$ cat src/rtl/core/vn3_smooth.sv
// two-stage smoothstep weight t*t*(3-2t) on a fixed point fraction
`default_nettype none

module vn3_smooth #(
  parameter int unsigned FRAC_BITS = 16
) (
  input  wire logic                 clk_i,
  input  wire logic                 en_i,
  input  wire logic [FRAC_BITS-1:0] t_i,
  output logic      [FRAC_BITS-1:0] s_o
);

  localparam logic [FRAC_BITS+1:0] THREE = (FRAC_BITS+2)'(3) << FRAC_BITS;

  logic [2*FRAC_BITS-1:0] sq;
  logic [FRAC_BITS-1:0]   a_q, t_q, s_q;
  logic [FRAC_BITS+1:0]   m;
  logic [2*FRAC_BITS+1:0] prod;

  // square, then scale by 3 - 2t
  assign sq   = (2*FRAC_BITS)'(t_i) * (2*FRAC_BITS)'(t_i);
  assign m    = THREE - {1'b0, t_q, 1'b0};
  assign prod = (2*FRAC_BITS+2)'(a_q) * (2*FRAC_BITS+2)'(m);

  always_ff @(posedge clk_i) begin
    if (en_i) begin
      a_q <= sq[2*FRAC_BITS-1:FRAC_BITS];
      t_q <= t_i;
      s_q <= prod[2*FRAC_BITS-1:FRAC_BITS];
    end
  end

  assign s_o = s_q;

endmodule

`default_nettype wire

$ cat config.mk
export PLATFORM = sky130hd
export DESIGN_NAME = vn3_smooth
export DESIGN_NICKNAME = d
export VERILOG_FILES = /design/src/rtl/core/vn3_smooth.sv
export SDC_FILE = /design/constraint.sdc
export NUM_CORES = 1
export LEC_CHECK = 0
export BUFFER_PORTS_ARGS = -buffer_cell sky130_fd_sc_hd__buf_2
export CORE_MARGIN = 2
export CORE_UTILIZATION = 30
export DETAILED_ROUTE_END_ITERATION = 10
export GPL_TIMING_DRIVEN = 0
export PLACE_DENSITY = 0.52
export SYNTH_ARGS = -nofsm -noshare
export SYNTH_HDL_FRONTEND = slang
export SYNTH_SLANG_ARGS = --single-unit
$ cat constraint.sdc
create_clock -name clk_i -period 6.73 [get_ports clk_i]
set_input_delay 1.0095 -clock clk_i [delete_from_list [all_inputs] [get_ports clk_i]]
set_output_delay 1.0095 -clock clk_i [all_outputs]
set_load 0.1 [all_outputs]
==> metrics.txt <==
# setup viols final=12; Longest Clk Path Bufs=2; setup TNS=-2.68 ns; hold_sp=t_i[10]; syn_nets=around 2300; vias in the first global route=~13000; result of the run=complete, but fails checks; # port buffers=33; full die area=57800 um^2; multi-input logic area=between 10000 and 15000 um^2; Setup crit start=t_q[0]$_DFFE_PP_; Top Metal Used=met4; most common cell after layout, fill and taps aside=inv_1; Post-Syn Area=16800 um^2; Antenna diodes=0; Worst Tran Pin Value=1.15 ns; GRT overflow=0; RD Place Congestion=about 0.84; RSZ-0062 raised after global routing=true; Final Critical Period=around 7.1 ns; DP HPWL=34.5 mm; cell count after synthesis=1768; FF/Latch Area=between 1000 and 1500 um^2; Avg Vias per Cell=about 4.4; commonest non-fill, non-tap cells in the layout=inv_1 (464), fa_1 (352), nand2_1 (205); Max-Cap Viols=0; total track usage=0.153; mean routed wirelength per cell=about 16 um; CTS Hold Bufs=0; row cnt=86; drt first pass iters=5; final hold viol count=0; NumNets Final=about 2500; initial antenna violation count=0; Min-Delay Path Class=in2reg; Post-synth EDFFs=48; Synth-to-Final Area Change=17.5%; Yosys cell types=55; Setup crit end kind=flip-flop; skew final=between 0.01 and 0.015 ns; share of cells above drive strength 1=0.149; CP Data Required Time=between 6 and 7 ns; TritonCTS clock tree=done; largest net degree at the start of global routing=between 40 and 50; Die Span Y=between 200 and 250 um; vias=~12000; IO Pins=34; Setup crit start kind=flip-flop; Main synth FF type=edfxtp_1; reg2reg start=t_q[0]$_DFFE_PP_; filler cell count=around 5600; CORE AREA=55200 um^2; Worst-path clk slew=about 0.080 ns; Setup WS post-layout=-0.355 ns; Slew headroom=0.231; syn avg cell area=9.48 um^2; Num CTS Buffers=5; Initial Util=0.304; Fmax=141 MHz; wl on met1=approximately 18 mm; CTS root buf=clkbuf_16; sequential area share after synthesis=0.0860; yosys warns=0; met2 wire len=between 20 and 25 mm; Antenna Nets Post-Route=0; Clock Sinks=48; Die Width=roughly 240 um; clk_lat worst skew=about 0.33 ns; Critical Path AT=between 7 and 8 ns; crit path kind=reg2reg; routed wl met3=1.67 mm; DR iter-0 viols=458; DRC violation count after routing=0; failing checks=setup timing; ys async rst share=0; CTS H-tree lvls=2; Slew Viols, Final=0; ratio of final minimum period to clock period=1.05; Critical Path Fanout Max=6; first-pass GRT wire length=just under 70 mm; routed wire length=~42 mm; FF+latch count, synth=between 40 and 50
cells by family after synthesis:
group	share of synthesized area
adder cells (fa/ha/maj)	0.585
buffers and inverters	0.119
AND/OR/NAND/NOR	0.142
AO/OA/AOI/OAI	0.0348
XOR/XNOR	0.0334
flip-flops	0.0860
multiplexers	0.000672
path summary, 6_finish.rpt:
check | slack [ns] | endpoint | cells past startpoint
worst max-delay path | -0.35 | s_o[15]$_DFFE_PP_ | 26
worst min-delay path | 0.90 | t_q[10]$_DFFE_PP_ | 1
worst max register to register | -0.35 | s_o[15]$_DFFE_PP_ | 26
worst min register to register | 0.98 | s_o[15]$_DFFE_PP_ | 3
layer usage:
layer  track usage  vias up
li1              -     5435
met3        0.0157       80
met2         0.270      259
met4        0.0491        0
met1         0.197     5898
met5             0        -
worst max-delay path: stages, from the launching register on:
cell       delay (ns)
edfxtp_1         0.45
clkbuf_8         0.18
inv_1            0.09
ha_4             0.20
nand2_4          0.08
or3_4            0.36
xor2_4           0.30
buf_6            0.15
buf_6            0.12
and2_1           0.14
fa_1             0.41
inv_1            0.08
fa_2             0.44
fa_1             0.55
inv_1            0.07
fa_2             0.57
fa_1             0.43
fa_1             0.49
ha_4             0.34
nand3_4          0.11
nor4_4           0.33
and3_4           0.23
a21o_4           0.16
o41ai_4          0.08
o2111ai_2        0.25
a21oi_2          0.09
xnor2_1          0.12
stage by stage:
stage | utilization | worst slack [ns] | cell area (um^2) | std cells | hold WS, ns
detailed placement | 0.326 | -1.52 | 18000 | 2549 | 0.979
global route | 0.357 | -0.597 | 19700 | 2633 | 0.895
floorplan | - | -0.0217 | 16900 | 1768 | 0.808
CTS | 0.350 | -0.379 | 19300 | 2614 | 0.930
global placement | 0.326 | -1.45 | 18000 | 2549 | 0.985
finish | 0.357 | -0.355 | 19700 | 2633 | 0.896
layout make-up:
type | instances | area share
multi-input cells | 1191 | 0.717
inverters | 477 | 0.0912
flip-flops and latches | 48 | 0.0732
well taps | 748 | 0.0475
repair buffers | 109 | 0.0418
plain buffers | 52 | 0.0208
clock buffers | 5 | 0.00635
clock inverters | 3 | 0.00216
sequential cells by signal, indices dropped and copies added, names as in the netlist:
name  flops
a_q      16
t_q      16
s_o      16
repair_timing:
item | 4_1_cts | 5_1_grt
setup endpoints to repair | 31 | 26
cloned | 3 | 0
buffers inserted | 54 | 19
pin swaps | 47 | 44
endpoints found under the hold margin | 0 | 0
gates resized for setup | 149 | 80
cell usage after synthesis (2+ instances only):
master	number	area, um^2
a211oi_1	5	37.5
a21o_1	11	82.6
a21oi_1	27	135
a221o_1	2	20.0
a221oi_1	2	17.5
a31oi_1	2	12.5
and2_1	181	1130
and3_1	3	18.8
buf_1	2	7.51
clkbuf_1	49	184
edfxtp_1	48	1440
fa_1	370	7410
ha_1	191	2390
inv_1	477	1790
nand2_1	209	785
nand3_1	12	60.1
nand4_1	3	18.8
nor2_1	44	165
nor2b_1	4	25.0
nor3_1	10	50.1
nor4_1	3	18.8
o21a_1	3	22.5
o21ai_0	10	50.1
o21bai_1	3	22.5
or2_2	5	31.3
or3_1	2	12.5
or4_1	2	15.0
xnor2_1	42	368
xor2_1	20	175
Power is not shown: default switching activity piles up to over one toggle a cycle in this logic, so the estimate is an artifact.
