File: src/rtl/core/vn3_lerp.sv
// two-stage truncating linear blend of two fractions by a weight
`default_nettype none

module vn3_lerp #(
  parameter int unsigned FRAC_BITS = 16,
  parameter int unsigned OUT_BITS  = 24
) (
  input  wire logic                 clk_i,
  input  wire logic                 en_i,
  input  wire logic [OUT_BITS-1:0]  r0_i,
  input  wire logic [OUT_BITS-1:0]  r1_i,
  input  wire logic [FRAC_BITS-1:0] s_i,
  output logic      [OUT_BITS-1:0]  r_o
);

  localparam int unsigned PW = 32 + FRAC_BITS + 1;

  logic [63:0]          a0, a1, sum;
  logic [FRAC_BITS:0]   w0, w1;
  logic [PW-1:0]        h0_q, l0_q, h1_q, l1_q;
  logic [OUT_BITS-1:0]  r_q;

  // weights 1-s and s, operands split into 32-bit halves
  always_comb begin
    a0 = 64'(r0_i);
    a1 = 64'(r1_i);
    w1 = {1'b0, s_i};
    w0 = ((FRAC_BITS+1)'(1) << FRAC_BITS) - w1;
  end

  // recombine: high half shifted up, low half shifted down
  assign sum = (64'(h0_q) << (32 - FRAC_BITS)) + 64'(l0_q >> FRAC_BITS)
             + (64'(h1_q) << (32 - FRAC_BITS)) + 64'(l1_q >> FRAC_BITS);

  always_ff @(posedge clk_i) begin
    if (en_i) begin
      h0_q <= PW'(a0[63:32]) * PW'(w0);
      l0_q <= PW'(a0[31:0])  * PW'(w0);
      h1_q <= PW'(a1[63:32]) * PW'(w1);
      l1_q <= PW'(a1[31:0])  * PW'(w1);
      r_q  <= sum[OUT_BITS-1:0];
    end
  end

  assign r_o = r_q;

endmodule

`default_nettype wire

File: config.mk
export PLATFORM = sky130hd
export DESIGN_NAME = vn3_lerp
export DESIGN_NICKNAME = d
export VERILOG_FILES = /design/src/rtl/core/vn3_lerp.sv
export SDC_FILE = /design/constraint.sdc
export NUM_CORES = 2
export LEC_CHECK = 0
export ABC_AREA = 1
export BUFFER_PORTS_ARGS = -buffer_cell sky130_fd_sc_hd__buf_4
export CELL_PAD_IN_SITES_DETAIL_PLACEMENT = 1
export CELL_PAD_IN_SITES_GLOBAL_PLACEMENT = 1
export CORE_ASPECT_RATIO = 0.7
export CORE_UTILIZATION = 54
export DETAILED_ROUTE_END_ITERATION = 7
export GPL_TIMING_DRIVEN = 0
export PLACE_DENSITY = 0.91
export RECOVER_POWER = 50
export SETUP_SLACK_MARGIN = 0.1
export SLEW_MARGIN = 20
export SYNTH_ARGS = -nofsm -noshare
export SYNTH_HDL_FRONTEND = slang
export SYNTH_SLANG_ARGS = --single-unit
File: constraint.sdc
create_clock -name clk_i -period 18.4 [get_ports clk_i]
set_input_delay 1.84 -clock clk_i [delete_from_list [all_inputs] [get_ports clk_i]]
set_output_delay 1.84 -clock clk_i [all_outputs]
set_load 0.02 [all_outputs]
==> metrics.md <==
| Metric | Value |
|---|---|
| Status | complete, but fails checks |
| Failing checks | max-capacitance violations, max-slew violations |
| Grt ovf | 0 |
| Most crowded layer after global routing | met2 |
| Yosys cell types | 41 |
| Total track usage | between 40% and 50% |
| Final setup violation count | 0 |
| Synth top area share | a little over two fifths |
| Cts repair resizes | 0 |
| Syn_nets | between 4,000 and 5,000 |
| # Max-Cap Violations | 1 |
| Global-route wire length before repair | ~170,000 µm |
| CTS Hold Buffers Added | 0 |
| Setup ws final | between 8000 and 9000 ps |
| Die Area | roughly 0.056 mm² |
| Worst EP required | roughly 18,000 ps |
| Synth Area in Compound Gates | ~4.4% |
| Share of layout cells above drive strength 1 | 3.382% |
| Met3 Track Usage GR | around 12% |
| Post-synthesis sequential area ratio | about 7.3% |
| Die X | ~280 µm |
| HP Start | l1_q[16]$_DFFE_PP_ |
| Critical path endpoint category | flop |
| Least-Margin Pin Slew | between 3000 and 4000 ps |
| Hold crit path type | flop to flop |
| Final #Nets | around 4,800 |
| Die Ht | about 200 µm |
| Top Ports | 90 |
| WL/cell | approximately 24 µm |
| Pins Over Slew Limit | 73 |
| Unrepaired setup endpoints after global routing | false |
| DP Wirelength | between 90,000 and 100,000 µm |
| Max Fanout on Critical Path | 10 |
| Asr flop ratio synth | 0% |
| Longest Clk Path Bufs | 2 |
| Vias per inst | 5.810 |
| Post-Synth Adder-Cell Area | 52.69% |
| Pre-CTS setup slack | between 8000 and 9000 ps |
| R2R Setup Slk | approximately 16,000 ps |
| Largest net degree at the start of global routing | between 70 and 80 |
| Number of synthesized flops with an enable pin | approximately 70 |
| Crit-path most repeated cell | nand2_1 |
| Clock-pin slew on the worst setup and hold paths | about 70 ps |
| DR pass1 iterations | 6 |
| Initial antenna violation count | 5 |
| Met1 global-route usage | just under 60% |
| Critical path depth | 30 |
| Fmax | about 0.10 GHz |
| Critical R2R Capture | r_o[16]$_DFFE_PP_ |
| Synth area leader | fa_1 |
| Post-route setup TNS | 0 ps |
| Met2 usage | slightly above 60% |
| DR vias | around 27,000 |
| Worst clock skew | 13.12 ps |
| H-tree depth | 3 |
| Post-Synth XOR/XNOR Area | between 1.5 and 2% |
| Final cycle utilization of the critical path | a little over half |
| WS Path Type | input port to flop |
| Most numerous cell in the Yosys netlist | nand2_1 |
| Worst EP arrival | ~9900 ps |
| Clock Sinks | roughly 70 |
| Starting density of the core | a little under three fifths |
| Simple-Gate Fraction of Synth Area | between 10% and 20% |
| Port Buf Inserts | 52 |
| RR Startpoint | l1_q[16]$_DFFE_PP_ |
| Avg Cell Area, Syn | between 7 and 8 µm² |
| Bufs and invs on worst path | 8 |
| Core area | 0.05410 mm² |
| FP Rows | 71 |
| Critical path's top delay family | adder cells |
| #FFs+latches synth | between 70 and 80 |
| Slew margin rel. | -158.8% |
| Count of final hold-check violations | 0 |
| Post-Syn Area | slightly below 0.03 mm² |
| Startpoint Class | input port |
| Synth cell count leaders | nand2_1 (1,025), inv_1 (1,000), fa_1 (632) |
| Worst R2R Path Depth | 11 |
| Post-Route WL | around 110,000 µm |
| CTS tree | built |
| Largest family of logic cells by synthesized area | adder cells |
| Worst Setup EP | l0_q[36]$_DFFE_PP_ |
| Main synth FF type | edfxtp_1 |
| Clock buffer count from CTS | 9 |
| Crit path launch | s_i[0] |
| Latest clock arrival within the worst-skew pair | 350 ps |
| GPL Wtd Cong | 1.002 |
| Slowest cell on crit path | clkbuf_1 |
| Post-route ant nets | 0 |
| Top cells by area, synth | fa_1 (43%), nand2_1 (13%), inv_1 (13%) |
| Tmin final | between 9000 and 10,000 ps |
| Number of global-route vias before repair | about 30,000 |
| Max stage delay on crit path | between 700 and 800 ps |
| 1st-iter DRT viols | 2,986 |
| Synth Instances | ~3,800 |
| CTS root buffer | clkbuf_16 |
| Fraction of synthesized area in multiplexers | 0% |
| Post CTS Setup Buffer Count | 0 |
| Area grow syn2layout | 5.381% |
| Residual DRC count | 0 |
| YS warnings | 0 |
-- through the flow --
step / utilization [%] / instances / cell area [µm²] / hold WS [ps]
2_1_floorplan: - / 3835 / 29760 / 512.8
3_3_place_gp: 57.42 / 4617 / 31060 / 570.1
3_5_place_dp: 57.43 / 4617 / 31070 / 568.8
4_1_cts: 57.97 / 4633 / 31360 / 595.1
5_1_grt: 57.96 / 4633 / 31360 / 614.1
6_report: 57.97 / 4634 / 31360 / 603.5
-- cell type report --
type / instances / area, µm²
clock buffer: 9 / 225.2
fill: 6867 / 22740
timing repair buffer: 52 / 386.6
antenna: 1 / 2.502
sequential: 72 / 2162
buffer: 146 / 601.8
tap: 730 / 913.4
multi-input combinational: 2608 / 23220
clock inverter: 7 / 66.31
inverter: 1009 / 3787
-- worst reg2reg max path: stages (launching register included) --
cell and delay [ps]:
edfxtp_1 340, ha_1 140, inv_1 60, fa_1 440, o21ai_0 490, nand2_1 110
nand2_1 170, inv_1 50, o21ai_0 310, nand3_1 200, nand3_1 110, nand2_1 50
-- per-layer routing --
metal,vias to the layer above,routed length (µm)
li1,11240,-
met1,13630,46060
met2,1737,48460
met4,6,4094
met3,311,14680
met5,-,41
-- cell usage in the layout, fill, tap and decap left out, drive strengths merged, types with 19 or more instances in the layout --
cell type  count
nand2       1032
ha           242
xor2          37
clkbuf       129
edfxtp        72
a21oi        114
buf           78
inv         1011
nand3         82
nor2         281
o21ai         74
fa           632
o21bai        19
nor3          20
-- worst min-delay path by stage --
stage	endpoint	cells past startpoint
finish	r_o[0]$_DFFE_PP_	1
detailed placement	r_o[0]$_DFFE_PP_	1
global route	r_o[0]$_DFFE_PP_	1
global placement	r_o[0]$_DFFE_PP_	1
CTS	r_o[0]$_DFFE_PP_	1
floorplan	r_o[0]$_DFFE_PP_	1
-- logic make-up (layout without fill, tap and decap cells) --
group / Yosys count / count (layout)
simple gates: 1446 / 1446
buf+inv: 1155 / 1223
fa+ha+maj: 874 / 874
compound gates: 235 / 235
flops: 72 / 72
xor+xnor: 53 / 53
other cells: 0 / 1
-- registers in the layout, indices dropped and copies added, names as in the netlist --
signal	cells
l0_q	24
l1_q	24
r_o	24
Power is left out: the tool's default activity adds up to more than one toggle a clock period on the data nets, which glitch-free logic cannot reach.
